==> src/rtl/lfm_pkg.sv <==
// Types and codes for the lamp fault monitor.
// Used by lfm_step, lamp_fault_monitor and lfm_checker; depends on nothing.
`timescale 1ns / 1ps

package lfm_pkg;

    localparam logic [1:0] MODE_SAMPLE   = 2'd0;
    localparam logic [1:0] MODE_TURN_ON  = 2'd1;
    localparam logic [1:0] MODE_TURN_OFF = 2'd2;
    localparam logic [1:0] MODE_SET_LVL  = 2'd3;

    localparam logic [1:0] HEALTH_FAULT    = 2'd0;
    localparam logic [1:0] HEALTH_NORMAL   = 2'd1;
    localparam logic [1:0] HEALTH_ABNORMAL = 2'd2;

    localparam logic [1:0] CLASS_NONE = 2'd0;
    localparam logic [1:0] CLASS_VOLT = 2'd1;
    localparam logic [1:0] CLASS_TEMP = 2'd2;
    localparam logic [1:0] CLASS_LEAK = 2'd3;

    localparam logic [2:0] CFG_TEMP_WARN = 3'd0;
    localparam logic [2:0] CFG_TEMP_CRIT = 3'd1;
    localparam logic [2:0] CFG_LEAK      = 3'd2;
    localparam logic [2:0] CFG_VOLT_LOW  = 3'd3;
    localparam logic [2:0] CFG_VOLT_HIGH = 3'd4;

    localparam logic [6:0] LEVEL_FULL  = 7'd100;
    localparam logic [6:0] LEVEL_RESET = 7'd80;

    localparam logic signed [11:0] TEMP_WARN_RESET = 12'sd500;
    localparam logic signed [11:0] TEMP_CRIT_RESET = 12'sd600;
    localparam logic [9:0]         LEAK_RESET      = 10'd300;
    localparam logic [11:0]        VOLT_LOW_RESET  = 12'd1900;
    localparam logic [11:0]        VOLT_HIGH_RESET = 12'd2500;

    typedef struct packed {
        logic [1:0]         mode;
        logic [11:0]        supply_volts;
        logic signed [11:0] lamp_temp;
        logic [9:0]         leak_current;
        logic [6:0]         level_value;
        logic               level_present;
    } t_in_req;

    typedef struct packed {
        logic [1:0] alarm_class;
        logic       lamp_on;
        logic [6:0] level_now;
        logic [1:0] health;
    } t_out_req;

    typedef struct packed {
        logic signed [11:0] temp_warn_limit;
        logic signed [11:0] temp_crit_limit;
        logic [9:0]         leak_limit;
        logic [11:0]        volt_low_limit;
        logic [11:0]        volt_high_limit;
    } t_limits;

    typedef struct packed {
        logic       light_state;
        logic [6:0] level;
        logic [1:0] health;
    } t_lamp_state;

endpackage

==> src/rtl/lfm_step.sv <==
// Next-state and alarm logic for one request of the lamp fault monitor.
// Purely combinational; depends on lfm_pkg.
`timescale 1ns / 1ps

module lfm_step
    import lfm_pkg::*;
(
    input  t_in_req     i_req,
    input  t_lamp_state i_state,
    input  t_limits     i_limits,
    output t_lamp_state o_next,
    output logic [1:0]  o_alarm_class
);

    logic lvl_in_range;

    assign lvl_in_range = (i_req.level_value <= LEVEL_FULL);

    always_comb begin
        o_next        = i_state;
        o_alarm_class = CLASS_NONE;
        case (i_req.mode)
            MODE_SAMPLE: begin
                // Checks are prioritized; the first hit decides health and class.
                if ($signed(i_req.lamp_temp) > $signed(i_limits.temp_crit_limit)) begin
                    o_next.health = HEALTH_FAULT;
                    o_alarm_class = CLASS_TEMP;
                end else if ($signed(i_req.lamp_temp) >
                             $signed(i_limits.temp_warn_limit)) begin
                    o_next.health = HEALTH_ABNORMAL;
                    o_alarm_class = CLASS_TEMP;
                end else if (i_req.leak_current > i_limits.leak_limit) begin
                    o_next.light_state = 1'b0;
                    o_next.health      = HEALTH_FAULT;
                    o_alarm_class      = CLASS_LEAK;
                end else if (i_req.supply_volts > i_limits.volt_high_limit) begin
                    o_next.health = HEALTH_ABNORMAL;
                    o_alarm_class = CLASS_VOLT;
                end else if ((i_req.supply_volts < i_limits.volt_low_limit) &&
                             i_state.light_state) begin
                    o_next.health = HEALTH_ABNORMAL;
                    o_alarm_class = CLASS_VOLT;
                end else if (i_state.health == HEALTH_ABNORMAL) begin
                    o_next.health = HEALTH_NORMAL;
                end
            end
            MODE_TURN_ON: begin
                o_next.light_state = 1'b1;
                o_next.health      = HEALTH_NORMAL;
                if (!i_req.level_present) begin
                    o_next.level = LEVEL_FULL;
                end else if ((i_req.level_value != 7'd0) && lvl_in_range) begin
                    o_next.level = i_req.level_value;
                end
            end
            MODE_TURN_OFF: begin
                o_next.light_state = 1'b0;
                o_next.level       = 7'd0;
            end
            MODE_SET_LVL: begin
                if (i_req.level_present && lvl_in_range) begin
                    o_next.level       = i_req.level_value;
                    o_next.light_state = (i_req.level_value != 7'd0);
                end
            end
            default: begin
                o_next = i_state;
            end
        endcase
    end

endmodule

==> src/rtl/lamp_fault_monitor.sv <==
// Top level of the lamp fault monitor: limit registers, lamp state and result register.
// Depends on lfm_pkg and lfm_step.
`timescale 1ns / 1ps

// Usage:
// Requests arrive on the input channel (i_in_valid / o_in_ready / i_in_data). Each
// one is a sample check or a lamp command and yields exactly one result on the
// output channel (o_out_valid / i_out_ready / o_out_data), in order.
// The five limits are written through the configuration channel (i_cfg_valid /
// o_cfg_ready / i_cfg_index / i_cfg_data); indexes beyond the list are dropped.
// o_cfg_ready is always high. Write limits only while no request is in flight.
// A result is valid in the cycle after its request is accepted. Throughput is
// one request per cycle while the receiver does not stall, set by the update of
// the lamp state registers on each accepted request and the one-entry result register.
// When the receiver stalls, the result holds and o_in_ready drops until the
// result is taken; a request is still accepted in the cycle the result leaves.
// Synchronous active-low reset restores the default limits, lamp on at
// brightness 80 with normal health, and empties the result register.

module lamp_fault_monitor
    import lfm_pkg::*;
(
    input  logic        i_clk,
    input  logic        i_rst_n,
    input  logic        i_in_valid,
    output logic        o_in_ready,
    input  t_in_req     i_in_data,
    output logic        o_out_valid,
    input  logic        i_out_ready,
    output t_out_req    o_out_data,
    input  logic        i_cfg_valid,
    output logic        o_cfg_ready,
    input  logic [2:0]  i_cfg_index,
    input  logic [11:0] i_cfg_data
);

    t_limits     r_limits;
    t_lamp_state r_state;
    t_lamp_state n_state;
    logic [1:0]  n_class;
    logic        r_out_valid;
    t_out_req    r_out_data;
    logic        in_accept;

    assign o_cfg_ready = 1'b1;
    assign o_in_ready  = !r_out_valid || i_out_ready;
    assign in_accept   = i_in_valid && o_in_ready;
    assign o_out_valid = r_out_valid;
    assign o_out_data  = r_out_data;

    lfm_step u_step (
        .i_req        (i_in_data),
        .i_state      (r_state),
        .i_limits     (r_limits),
        .o_next       (n_state),
        .o_alarm_class(n_class)
    );

    always_ff @(posedge i_clk) begin
        if (!i_rst_n) begin
            r_limits.temp_warn_limit <= TEMP_WARN_RESET;
            r_limits.temp_crit_limit <= TEMP_CRIT_RESET;
            r_limits.leak_limit      <= LEAK_RESET;
            r_limits.volt_low_limit  <= VOLT_LOW_RESET;
            r_limits.volt_high_limit <= VOLT_HIGH_RESET;
        end else if (i_cfg_valid) begin
            case (i_cfg_index)
                CFG_TEMP_WARN: r_limits.temp_warn_limit <= $signed(i_cfg_data);
                CFG_TEMP_CRIT: r_limits.temp_crit_limit <= $signed(i_cfg_data);
                CFG_LEAK:      r_limits.leak_limit      <= i_cfg_data[9:0];
                CFG_VOLT_LOW:  r_limits.volt_low_limit  <= i_cfg_data;
                CFG_VOLT_HIGH: r_limits.volt_high_limit <= i_cfg_data;
                default: begin
                end
            endcase
        end
    end

    always_ff @(posedge i_clk) begin
        if (!i_rst_n) begin
            r_state.light_state <= 1'b1;
            r_state.level       <= LEVEL_RESET;
            r_state.health      <= HEALTH_NORMAL;
            r_out_valid         <= 1'b0;
        end else begin
            if (in_accept) begin
                r_state     <= n_state;
                r_out_valid <= 1'b1;
            end else if (i_out_ready) begin
                r_out_valid <= 1'b0;
            end
        end
    end

    // The result carries the state as it stands after its own request.
    always_ff @(posedge i_clk) begin
        if (in_accept) begin
            r_out_data.alarm_class <= n_class;
            r_out_data.lamp_on     <= n_state.light_state;
            r_out_data.level_now   <= n_state.level;
            r_out_data.health      <= n_state.health;
        end
    end

endmodule

==> config.mk <==
export PLATFORM = sky130hd
export DESIGN_NAME = lamp_fault_monitor
export DESIGN_NICKNAME = d
export VERILOG_FILES = /design/src/rtl/lfm_pkg.sv /design/src/rtl/lfm_step.sv /design/src/rtl/lamp_fault_monitor.sv
export SDC_FILE = /design/constraint.sdc
export NUM_CORES = 1
export LEC_CHECK = 0
export BUFFER_PORTS_ARGS = -buffer_cell sky130_fd_sc_hd__buf_2
export CORE_MARGIN = 2
export CORE_UTILIZATION = 50
export DETAILED_ROUTE_END_ITERATION = 10
export GPL_ROUTABILITY_DRIVEN = 0
export MAX_ROUTING_LAYER = met4
export PLACE_DENSITY_LB_ADDON = 0.12
export SETUP_SLACK_MARGIN = 0.15
export SLEW_MARGIN = 20
export SYNTH_ARGS = -nofsm -noshare
export SYNTH_HDL_FRONTEND = slang
export SYNTH_HIERARCHICAL = 1
export SYNTH_SLANG_ARGS = --single-unit
==> constraint.sdc <==
create_clock -name i_clk -period 6.4 [get_ports i_clk]
set_input_delay 1.92 -clock i_clk [delete_from_list [all_inputs] [get_ports i_clk]]
set_output_delay 1.92 -clock i_clk [all_outputs]
set_load 0.03 [all_outputs]
==> results of run 1 <==
-- cells in the final DEF, fill, tap and decap left out, types with 3 or more instances in the layout --
cell type                   instances
sky130_fd_sc_hd__a21o_1             4
sky130_fd_sc_hd__nand4_1            6
sky130_fd_sc_hd__buf_2             77
sky130_fd_sc_hd__clkbuf_8           9
sky130_fd_sc_hd__nand3_2            4
sky130_fd_sc_hd__a31oi_1            4
sky130_fd_sc_hd__nand4bb_1          3
sky130_fd_sc_hd__nor2b_1            5
sky130_fd_sc_hd__o211ai_1           5
sky130_fd_sc_hd__nand2_1           65
sky130_fd_sc_hd__a21boi_0           4
sky130_fd_sc_hd__nand2b_1           4
sky130_fd_sc_hd__nor2_1            17
sky130_fd_sc_hd__nand3_1           43
sky130_fd_sc_hd__inv_1             67
sky130_fd_sc_hd__a22o_1             4
sky130_fd_sc_hd__o21ai_2            7
sky130_fd_sc_hd__nor3_1             4
sky130_fd_sc_hd__mux2i_1           32
sky130_fd_sc_hd__edfxtp_1          12
sky130_fd_sc_hd__a21oi_1           18
sky130_fd_sc_hd__clkinv_4           3
sky130_fd_sc_hd__ha_1              57
sky130_fd_sc_hd__dfxtp_1           69
sky130_fd_sc_hd__a211oi_1           3
sky130_fd_sc_hd__o21ai_0           41
-- through the flow --
stage	total power, mW	hold slack [ps]	utilization (%)	std cells	worst slack, ps
final	1.09	465	58.0	720	2020
after global routing	1.15	480	58.0	720	1980
after CTS	1.11	466	58.0	720	2030
after detailed placement	0.724	452	55.7	704	2030
after global placement	0.719	445	55.7	704	2050
after floorplan	0.664	434	-	539	2080
-- Yosys cell counts (2+ instances only) --
| cell | instances |
|---|---|
| sky130_fd_sc_hd__and3_1 | 2 |
| sky130_fd_sc_hd__nor3_1 | 4 |
| sky130_fd_sc_hd__o21ai_1 | 2 |
| sky130_fd_sc_hd__nand4_1 | 6 |
| sky130_fd_sc_hd__nand4b_1 | 2 |
| sky130_fd_sc_hd__nor2_1 | 17 |
| sky130_fd_sc_hd__o211ai_1 | 5 |
| sky130_fd_sc_hd__a211oi_1 | 3 |
| sky130_fd_sc_hd__clkbuf_1 | 14 |
| sky130_fd_sc_hd__a2111oi_0 | 2 |
| sky130_fd_sc_hd__a22o_1 | 4 |
| sky130_fd_sc_hd__and4_1 | 2 |
| sky130_fd_sc_hd__buf_1 | 3 |
| sky130_fd_sc_hd__mux2i_1 | 32 |
| sky130_fd_sc_hd__nand4bb_1 | 3 |
| sky130_fd_sc_hd__a31oi_1 | 4 |
| sky130_fd_sc_hd__buf_2 | 5 |
| sky130_fd_sc_hd__edfxtp_1 | 12 |
| sky130_fd_sc_hd__nor2b_1 | 5 |
| sky130_fd_sc_hd__inv_1 | 67 |
| sky130_fd_sc_hd__a21boi_0 | 4 |
| sky130_fd_sc_hd__nand2b_1 | 4 |
| sky130_fd_sc_hd__o21a_1 | 2 |
| sky130_fd_sc_hd__ha_1 | 57 |
| sky130_fd_sc_hd__and2_1 | 2 |
| sky130_fd_sc_hd__dfxtp_1 | 69 |
| sky130_fd_sc_hd__o21bai_1 | 2 |
| sky130_fd_sc_hd__nand2_1 | 65 |
| sky130_fd_sc_hd__nand3_2 | 4 |
| sky130_fd_sc_hd__o21ai_2 | 7 |
| sky130_fd_sc_hd__o21ai_0 | 41 |
| sky130_fd_sc_hd__a21oi_1 | 18 |
| sky130_fd_sc_hd__o22ai_1 | 2 |
| sky130_fd_sc_hd__nand3_1 | 43 |
| sky130_fd_sc_hd__a21o_1 | 4 |
-- worst min-delay path, delay by kind of cell (launching register included) --
kind | cells | cell delay (ps)
flops | 1 | 320
mux | 1 | 50
simple gates | 1 | 50
-- layer usage --
| layer | global-route usage, % | up-vias |
|---|---|---|
| met5 | - | - |
| met4 | 7.06 | 0 |
| met3 | 4.02 | 10 |
| met2 | 34.7 | 74 |
| met1 | 29.1 | 1768 |
| li1 | - | 2006 |
-- where the power goes --
part | internal (mW) | leakage (nW) | total, mW | switching [mW]
Sequential | 0.535 | 0.680 | 0.543 | 0.00859
Combinational | 0.0660 | 1.86 | 0.169 | 0.103
Clock | 0.183 | 0.0960 | 0.380 | 0.197
-- final cells by class --
type	count	share of cell area (%)
flip-flops and latches	81	32.8
inverters	68	4.83
clock inverters	7	1.51
clock buffers	9	2.33
well taps	111	2.62
multi-input cells	365	48.3
repair buffers	79	7.55
-- kinds of logic after synthesis --
| family | synth area share, % |
|---|---|
| muxes | 7.07 |
| adders and majority gates | 15.2 |
| AOI/OAI and AO/OA | 14.5 |
| DFF | 37.1 |
| buffers and inverters | 8.19 |
| other | 0.0800 |
| and+or+nand+nor | 17.8 |
-- flip-flops by register name, indices dropped and copies added, names as in the netlist --
| signal | count |
|---|---|
| r_limits | 58 |
| o_out_valid | 1 |
| o_out_data | 12 |
| r_state | 10 |
-- how the worst max path moves through the flow --
stage	from	to	slack, ps	cells past startpoint
after floorplan	i_out_ready	o_in_ready	2080	2
after global placement	i_out_ready	o_in_ready	2050	3
after detailed placement	i_out_ready	o_in_ready	2030	3
after CTS	i_out_ready	o_in_ready	2030	3
after global routing	i_out_ready	o_in_ready	1980	3
final	i_out_ready	o_in_ready	2020	3
==> results.txt, run 1 <==
----------------------------------------------------
[Place]
  Half-perimeter wire length after detailed placement ... 7980 microns
  Placed cell area ... 0.00510 sq mm
  Number of buffers added on ports ... 77

[Clock tree]
  Clock slew at reported path FFs ... 100 ps
  Level count of the clock H-tree ... 3
  Clock tree from TritonCTS ... yes
  Post-CTS setup buffer count ... 0
  Insertion delay to the later sink of the worst-skew pair ... 360 ps
  Clock tree root buffer cell ... sky130_fd_sc_hd__clkbuf_8
  Clock Sink Count ... 81
  Number of buffers inserted during clock tree synthesis ... 9
  Total of cells resized after clock tree synthesis ... 0
  Maximum buffer depth of the clock tree ... 2
  Number of hold-repair buffers added at the cts stage ... 0

[Hold path]
  Hold wc startpoint ... r_state[3]
  Classification of the worst-slack hold path ... register to register
  Number of cells on the worst hold path ... 2
  Sink of the worst hold path ... r_state[3]

[Final layout]
  Area of all placed cells without fillers ... 0.00531 sq mm
  Register area ... 0.00174 sq mm
  Area growth from synthesis to layout ... 13.1%
  Number of nets in the final layout ... 725
  Fillers ... 855
  Number of diodes added for antenna fixing ... 0
  Area of the multi-input gates ... 0.00256 sq mm
  Share of final-layout standard cells stronger than drive strength 1 ... 18.4%

[Floorplanning]
  DIE HEIGHT ... 101 microns
  Standard-cell rows ... 35
  I/O pin total ... 79
  Die ar. ... 0.0102 sq mm
  Area of the placeable core ... 0.00915 sq mm
  Die extent in x ... 101 microns
  Effective utilization at floorplan ... 51.2%

[Route]
  Total number of vias ... 3858
  Routed wire length on met3 ... 441 microns
  Routed wirelength normalized by instance count ... 14.4 microns
  Detailed-router iteration count before antenna repair ... 4
  Wl on met1 ... 5050 microns
  Number of design rule violations left after detail routing ... 0
  Number of vias per cell ... 5.36
  First-iteration detailed-routing DRC count ... 135
  Uppermost signal routing layer after detailed routing ... met4
  Antenna-violating nets left ... 0
  Routed wire length on met2 ... 4740 microns
  Post-Route WL ... 10300 microns

[Pwr]
  Power density over cell area ... 206 mW/mm^2
  Max IR drop VDD ... 103 uV
  Leakage power of the design ... 2.63 nW

[Critical path]
  Critical Path RT ... 4480 ps
  Arr. time, crit path ... 2460 ps
  Buffers and inverters on the worst path ... 2
  Reg2Reg Capture Point ... r_state[1]
  Worst reg2reg setup slack ... 3910 ps
  Chain of cells forming the critical path ... buf_2, nand2b_1, buf_2
  Category of the critical setup timing path ... input port to output pin
  Longest individual stage delay on the worst path ... 220 ps
  Cell type group with the largest total delay on the critical path ... buffers and inverters
  Kind of end point of the critical path ... output pin
  Kind of launch point of the worst setup path ... input port
  CP dominant cell by count ... sky130_fd_sc_hd__buf_2
  Maximum fanout count along the critical path ... 7
  Slowest-stage cell, CP ... sky130_fd_sc_hd__nand2b_1
  Critical R2R Launch ... r_limits[43]
  Depth of the worst register-to-register path ... 10

[Global routing]
  Global-route wire length before repair ... 17000 microns
  Initial antenna violation count ... 0
  All-Layer GR Usage ... 22.1%
  Via count of the first global-routing pass ... 3649
  Maximum number of pins on one net before global-route repair ... 52
  Total congestion overflow after global routing ... 0

[Yosys]
  Area share of the largest cell type after synthesis ... 29.5%
  Largest cells by area after synthesis ... sky130_fd_sc_hd__dfxtp_1 (29%), sky130_fd_sc_hd__ha_1 (15%), sky130_fd_sc_hd__edfxtp_1 (7.7%)
  Mean instance size in the synthesized netlist ... 8.70 sq um
  Synth Instances ... 539
  Synth Warn # ... 6
  Distinct cells, synth ... 56
  Share of the yosys chip area belonging to registers ... 37.1%
  Mapped Nets ... 660
  Flop and latch count out of synthesis ... 81
  Most instantiated flip-flop cell in the synthesis netlist ... sky130_fd_sc_hd__dfxtp_1
  Number of synthesized flops with an enable pin ... 12
  Synthesized cell area ... 0.00469 sq mm
  Cell type contributing the most total cell area after synthesis ... sky130_fd_sc_hd__dfxtp_1
  Async SR Flop Fraction ... 0%

[STA]
  Final hold viol count ... 0
  Relative slew margins ... 31.2%
  Period minus WS final ... 4380 ps
  Final Setup Violations ... 0
  Number of max-slew violations in the final report ... 0
  Setup repair after global routing missed its margin ... no
  Actual slew at the worst max-slew pin ... 1030 ps
  F_max ... 229 MHz
  Tcrit/Tclk final ... 68.4%
  Final clock skew ... 16.3 ps
  Total negative setup slack ... 0 ps

[Outcome]
  Result of the run ... completed

[Job]
  Max-cap check violation count ... 0

----------------------------------------------------
No activity file was read; power rests on OpenSTA's default activity.
==> run 2, diff against run 1 <==
Clock period 6.4 ns to 4.3 ns, I/O delays scaled along.
==> results.txt, run 2 (same netlist as run 1, synthesis figures left out) <==
----------------------------------------------------
[Clock tree]
  Level count of the clock H-tree ... 3
  Total of cells resized after clock tree synthesis ... 0
  Clock tree from TritonCTS ... yes
  Number of hold-repair buffers added at the cts stage ... 0
  Number of buffers inserted during clock tree synthesis ... 9
  Post-CTS setup buffer count ... 0
  Clock slew at reported path FFs ... 80 ps
  Clock Sink Count ... 81
  Maximum buffer depth of the clock tree ... 2
  Insertion delay to the later sink of the worst-skew pair ... 350 ps
  Clock tree root buffer cell ... sky130_fd_sc_hd__clkbuf_8

[Pwr]
  Leakage power of the design ... 2.64 nW
  Power density over cell area ... 303 mW/mm^2
  Max IR drop VDD ... 135 uV

[STA]
  Relative slew margins ... 32.2%
  Final Setup Violations ... 0
  F_max ... 313 MHz
  Post-Route Hold Slack ... 459 ps
  Final clock skew ... 8.65 ps
  Actual slew at the worst max-slew pin ... 1020 ps
  Number of max-slew violations in the final report ... 0
  Final hold viol count ... 0
  Total negative setup slack ... 0 ps
  Setup repair after global routing missed its margin ... no
  Period minus WS final ... 3200 ps
  Tcrit/Tclk final ... 74.3%

[Critical path]
  Worst reg2reg setup slack ... 1770 ps
  Maximum fanout count along the critical path ... 2
  Kind of end point of the critical path ... register
  Arr. time, crit path ... 3460 ps
  Category of the critical setup timing path ... input port to register
  Critical Path RT ... 4570 ps
  Kind of launch point of the worst setup path ... input port

[Route]
  Routed wire length on met2 ... 4830 microns
  Number of vias per cell ... 5.36
  Wl on met1 ... 5050 microns
  Routed wirelength normalized by instance count ... 14.6 microns
  Number of design rule violations left after detail routing ... 0
  Antenna-violating nets left ... 0
  Post-Route WL ... 10500 microns
  Uppermost signal routing layer after detailed routing ... met4
  Detailed-router iteration count before antenna repair ... 4
  Routed wire length on met3 ... 464 microns
  Total number of vias ... 3867
  First-iteration detailed-routing DRC count ... 180

[Place]
  Half-perimeter wire length after detailed placement ... 8180 microns
  Number of buffers added on ports ... 77

[Final layout]
  Share of final-layout standard cells stronger than drive strength 1 ... 18.2%
  Number of flip-flops under the largest register name ... 58
  Number of nets in the final layout ... 726
  Area growth from synthesis to layout ... 12.9%
  Most common library cell in the layout ignoring fill and taps ... sky130_fd_sc_hd__buf_2
  Top register by number of flip-flops ... r_limits
  Number of diodes added for antenna fixing ... 0
  Commonest non-fill, non-tap cells in the layout ... sky130_fd_sc_hd__buf_2 (77), sky130_fd_sc_hd__dfxtp_1 (69), sky130_fd_sc_hd__inv_1 (67), sky130_fd_sc_hd__nand2_1 (65), sky130_fd_sc_hd__ha_1 (57)
  Fillers ... 852

[Floorplanning]
  Area of the placeable core ... 0.00915 sq mm
  Effective utilization at floorplan ... 51.2%
  I/O pin total ... 79
  DIE HEIGHT ... 101 microns
  Standard-cell rows ... 35
  Die ar. ... 0.0102 sq mm
  Die extent in x ... 101 microns

[Global routing]
  Maximum number of pins on one net before global-route repair ... 35
  Initial antenna violation count ... 0
  Global-route wire length before repair ... 17100 microns
  Via count of the first global-routing pass ... 3604
  All-Layer GR Usage ... 22.1%
  Total congestion overflow after global routing ... 0

[Hold path]
  Classification of the worst-slack hold path ... register to register

[Job]
  Max-cap check violation count ... 0

[Outcome]
  Result of the run ... completed

----------------------------------------------------
## run 2: changes by cell type in the layout (fill, tap and decap cells not counted), sizes merged
| cell | before | now |
|---|---|---|
| buf | 79 | 80 |
| clkinvlp | 3 | 1 |
| inv | 68 | 67 |
| clkinv | 3 | 6 |
## run 2: per-layer routing
layer,up-vias,global-route usage [%]
met2,84,34.6
li1,2011,-
met5,-,-
met1,1758,29.4
met4,0,7.80
met3,14,3.05
## run 2: report_power, final
part / switching [mW] / internal (mW) / leakage (nW)
clock network: 0.279 / 0.263 / 0.0978
logic: 0.154 / 0.0988 / 1.86
registers: 0.0126 / 0.796 / 0.680
total: 0.446 / 1.16 / 2.64
## run 2: critical path: stages
cell and delay (ps):
sky130_fd_sc_hd__buf_2 110, sky130_fd_sc_hd__ha_1 300, sky130_fd_sc_hd__a21o_1 190, sky130_fd_sc_hd__a2111o_1 430, sky130_fd_sc_hd__nor3_2 210, sky130_fd_sc_hd__nor2_1 90
sky130_fd_sc_hd__or4_4 480, sky130_fd_sc_hd__o21ai_2 140, sky130_fd_sc_hd__nand2_1 70, sky130_fd_sc_hd__mux2i_1 150
## run 2: layout make-up
cell class	count	area [sq um]	share of cell area [%]
inverter	68	256	4.85
tap	111	139	2.62
multi-input combinational	365	2560	48.4
clock inverter	7	61.3	1.16
clock buffer	9	124	2.34
timing repair buffer	80	408	7.71
sequential	81	1740	32.9
## run 2: stage by stage
step	power (mW)	cells	cell area, sq um	utilization [%]	worst slack [ps]
2_1_floorplan	0.988	539	4690	-	1040
3_5_place_dp	1.08	705	5110	55.8	772
6_report	1.60	721	5290	57.8	1100
3_3_place_gp	1.07	705	5110	55.8	862
5_1_grt	1.68	721	5290	57.8	976
4_1_cts	1.62	721	5290	57.8	1130
## run 2: path summary, 6_finish.rpt
kind                       from      endpoint  cells after the start
setup reg to reg   r_limits[43]    r_state[1]                     10
hold reg to reg    r_limits[56]  r_limits[56]                      2
setup / recovery  i_in_data[27]    r_state[1]                     10
hold / removal     r_limits[56]  r_limits[56]                      2
==> run 3, diff against run 2 <==
Clock period 4.3 ns to 3.4 ns, I/O delays scaled along.
==> results.txt, run 3 (same netlist as run 1, synthesis figures left out) <==
----------------------------------------------------
[Route]
  Number of design rule violations left after detail routing ... 0
  Total number of vias ... 3916
  First-iteration detailed-routing DRC count ... 152
  Routed wirelength normalized by instance count ... 14.8 microns
  Wl on met1 ... 5180 microns
  Routed wire length on met3 ... 463 microns
  Uppermost signal routing layer after detailed routing ... met4
  Post-Route WL ... 10800 microns
  Number of vias per cell ... 5.39
  Antenna-violating nets left ... 0
  Detailed-router iteration count before antenna repair ... 4
  Routed wire length on met2 ... 5040 microns

[STA]
  Final clock skew ... 11.5 ps
  Number of max-slew violations in the final report ... 0
  F_max ... 348 MHz
  Setup repair after global routing missed its margin ... no
  Relative slew margins ... 35.4%
  Tcrit/Tclk final ... 84.5%
  Period minus WS final ... 2870 ps
  Final hold viol count ... 0
  Actual slew at the worst max-slew pin ... 969 ps
  Final Setup Violations ... 0
  Total negative setup slack ... 0 ps
  Post-Route Hold Slack ... 468 ps

[Final layout]
  Number of diodes added for antenna fixing ... 0
  Final Util ... 58.6%
  Number of flip-flops under the largest register name ... 58
  Area growth from synthesis to layout ... 14.4%
  Most common library cell in the layout ignoring fill and taps ... sky130_fd_sc_hd__buf_2
  Final cell count without fillers ... 726
  Commonest non-fill, non-tap cells in the layout ... sky130_fd_sc_hd__buf_2 (77), sky130_fd_sc_hd__dfxtp_1 (69), sky130_fd_sc_hd__inv_1 (67), sky130_fd_sc_hd__nand2_1 (65), sky130_fd_sc_hd__ha_1 (57)
  Top register by number of flip-flops ... r_limits
  Share of final-layout standard cells stronger than drive strength 1 ... 19.2%
  Number of nets in the final layout ... 731
  Fillers ... 849
  Area of the multi-input gates ... 0.00256 sq mm
  Register area ... 0.00174 sq mm

[Pwr]
  Leakage power of the design ... 2.67 nW
  Max IR drop VDD ... 220 uV
  Final Power ... 2.12 mW
  Power density over cell area ... 395 mW/mm^2

[Critical path]
  Worst reg2reg setup slack ... 910 ps
  Maximum fanout count along the critical path ... 2
  Slowest-stage cell, CP ... sky130_fd_sc_hd__or4_4
  Launch point of the critical path ... i_in_data[27]
  Kind of launch point of the worst setup path ... input port
  Category of the critical setup timing path ... input port to register
  Critical Path RT ... 3680 ps
  Critical R2R Launch ... r_limits[43]
  Chain of cells forming the critical path ... buf_2, ha_1, a21o_1, a2111o_1, nor3_2, nor2_1, or4_4, o21ai_2, nand2_1, mux2i_1
  Longest individual stage delay on the worst path ... 480 ps
  Kind of end point of the critical path ... register
  Arr. time, crit path ... 3150 ps

[Floorplanning]
  Standard-cell rows ... 35
  Die ar. ... 0.0102 sq mm
  Effective utilization at floorplan ... 51.2%
  Die extent in x ... 101 microns
  DIE HEIGHT ... 101 microns
  Area of the placeable core ... 0.00915 sq mm
  I/O pin total ... 79

[Hold path]
  Classification of the worst-slack hold path ... register to register
  Hold wc startpoint ... r_state[5]

[Job]
  Max-cap check violation count ... 0

[Place]
  DP Cell Count ... 710
  Number of buffers added on ports ... 77
  Half-perimeter wire length after detailed placement ... 8310 microns

[Clock tree]
  Number of buffers inserted during clock tree synthesis ... 9
  Clock tree root buffer cell ... sky130_fd_sc_hd__clkbuf_8
  Insertion delay to the later sink of the worst-skew pair ... 350 ps
  Total of cells resized after clock tree synthesis ... 0
  Clock Sink Count ... 81
  Number of hold-repair buffers added at the cts stage ... 0
  Clock slew at reported path FFs ... 90 ps
  Level count of the clock H-tree ... 3
  Clock tree from TritonCTS ... yes
  Maximum buffer depth of the clock tree ... 2
  Post-CTS setup buffer count ... 0

[Global routing]
  All-Layer GR Usage ... 23.0%
  Via count of the first global-routing pass ... 3705
  Global-route wire length before repair ... 17800 microns
  Maximum number of pins on one net before global-route repair ... 27
  Initial antenna violation count ... 0
  Total congestion overflow after global routing ... 0

[Outcome]
  Result of the run ... completed

----------------------------------------------------
## run 3: cell count changes in the layout (fill, tap and decap cells not counted), sizes merged
cell | previous run | this run
buf | 80 | 85
bufinv | 1 | 2
clkinv | 6 | 2
clkinvlp | 1 | 3
inv | 67 | 68
## run 3: final timing paths
| path | cells past startpoint | endpoint |
|---|---|---|
| setup / recovery | 10 | r_state[1] |
| hold / removal | 2 | r_state[5] |
| setup reg to reg | 10 | r_state[1] |
| hold reg to reg | 2 | r_state[5] |
## run 3: stage by stage
step                instance area, sq um  setup WS, ps
floorplan                           4690           410
detailed placement                  5150           197
CTS                                 5360           553
global placement                    5150           241
global route                        5360           421
finish                              5360           527
## run 3: final cells by class
type / count / area share [%]
Sequential cell: 81 / 32.5
Inverter: 68 / 4.78
Tap cell: 111 / 2.59
Multi-Input combinational cell: 365 / 47.8
Timing Repair Buffer: 85 / 8.30
Clock buffer: 9 / 2.31
Clock inverter: 7 / 1.75
## run 3: power breakdown
| part | total [mW] | switching (mW) | internal (mW) |
|---|---|---|---|
| clock | 0.771 | 0.357 | 0.413 |
| sequential | 1.02 | 0.0160 | 1.01 |
| combinational | 0.324 | 0.196 | 0.128 |
| total | 2.12 | 0.570 | 1.55 |
## run 3: metal layers
layer,track usage (%),vias to the layer above
met2,36.7,99
li1,-,2017
met4,5.58,0
met1,30.6,1792
met3,3.74,8
met5,-,-
## run 3: critical path: cells and delay by family
kind | cells | cell delay (ps)
buf+inv | 1 | 110
mux | 1 | 130
compound gates | 3 | 760
fa+ha+maj | 1 | 290
simple gates | 4 | 840
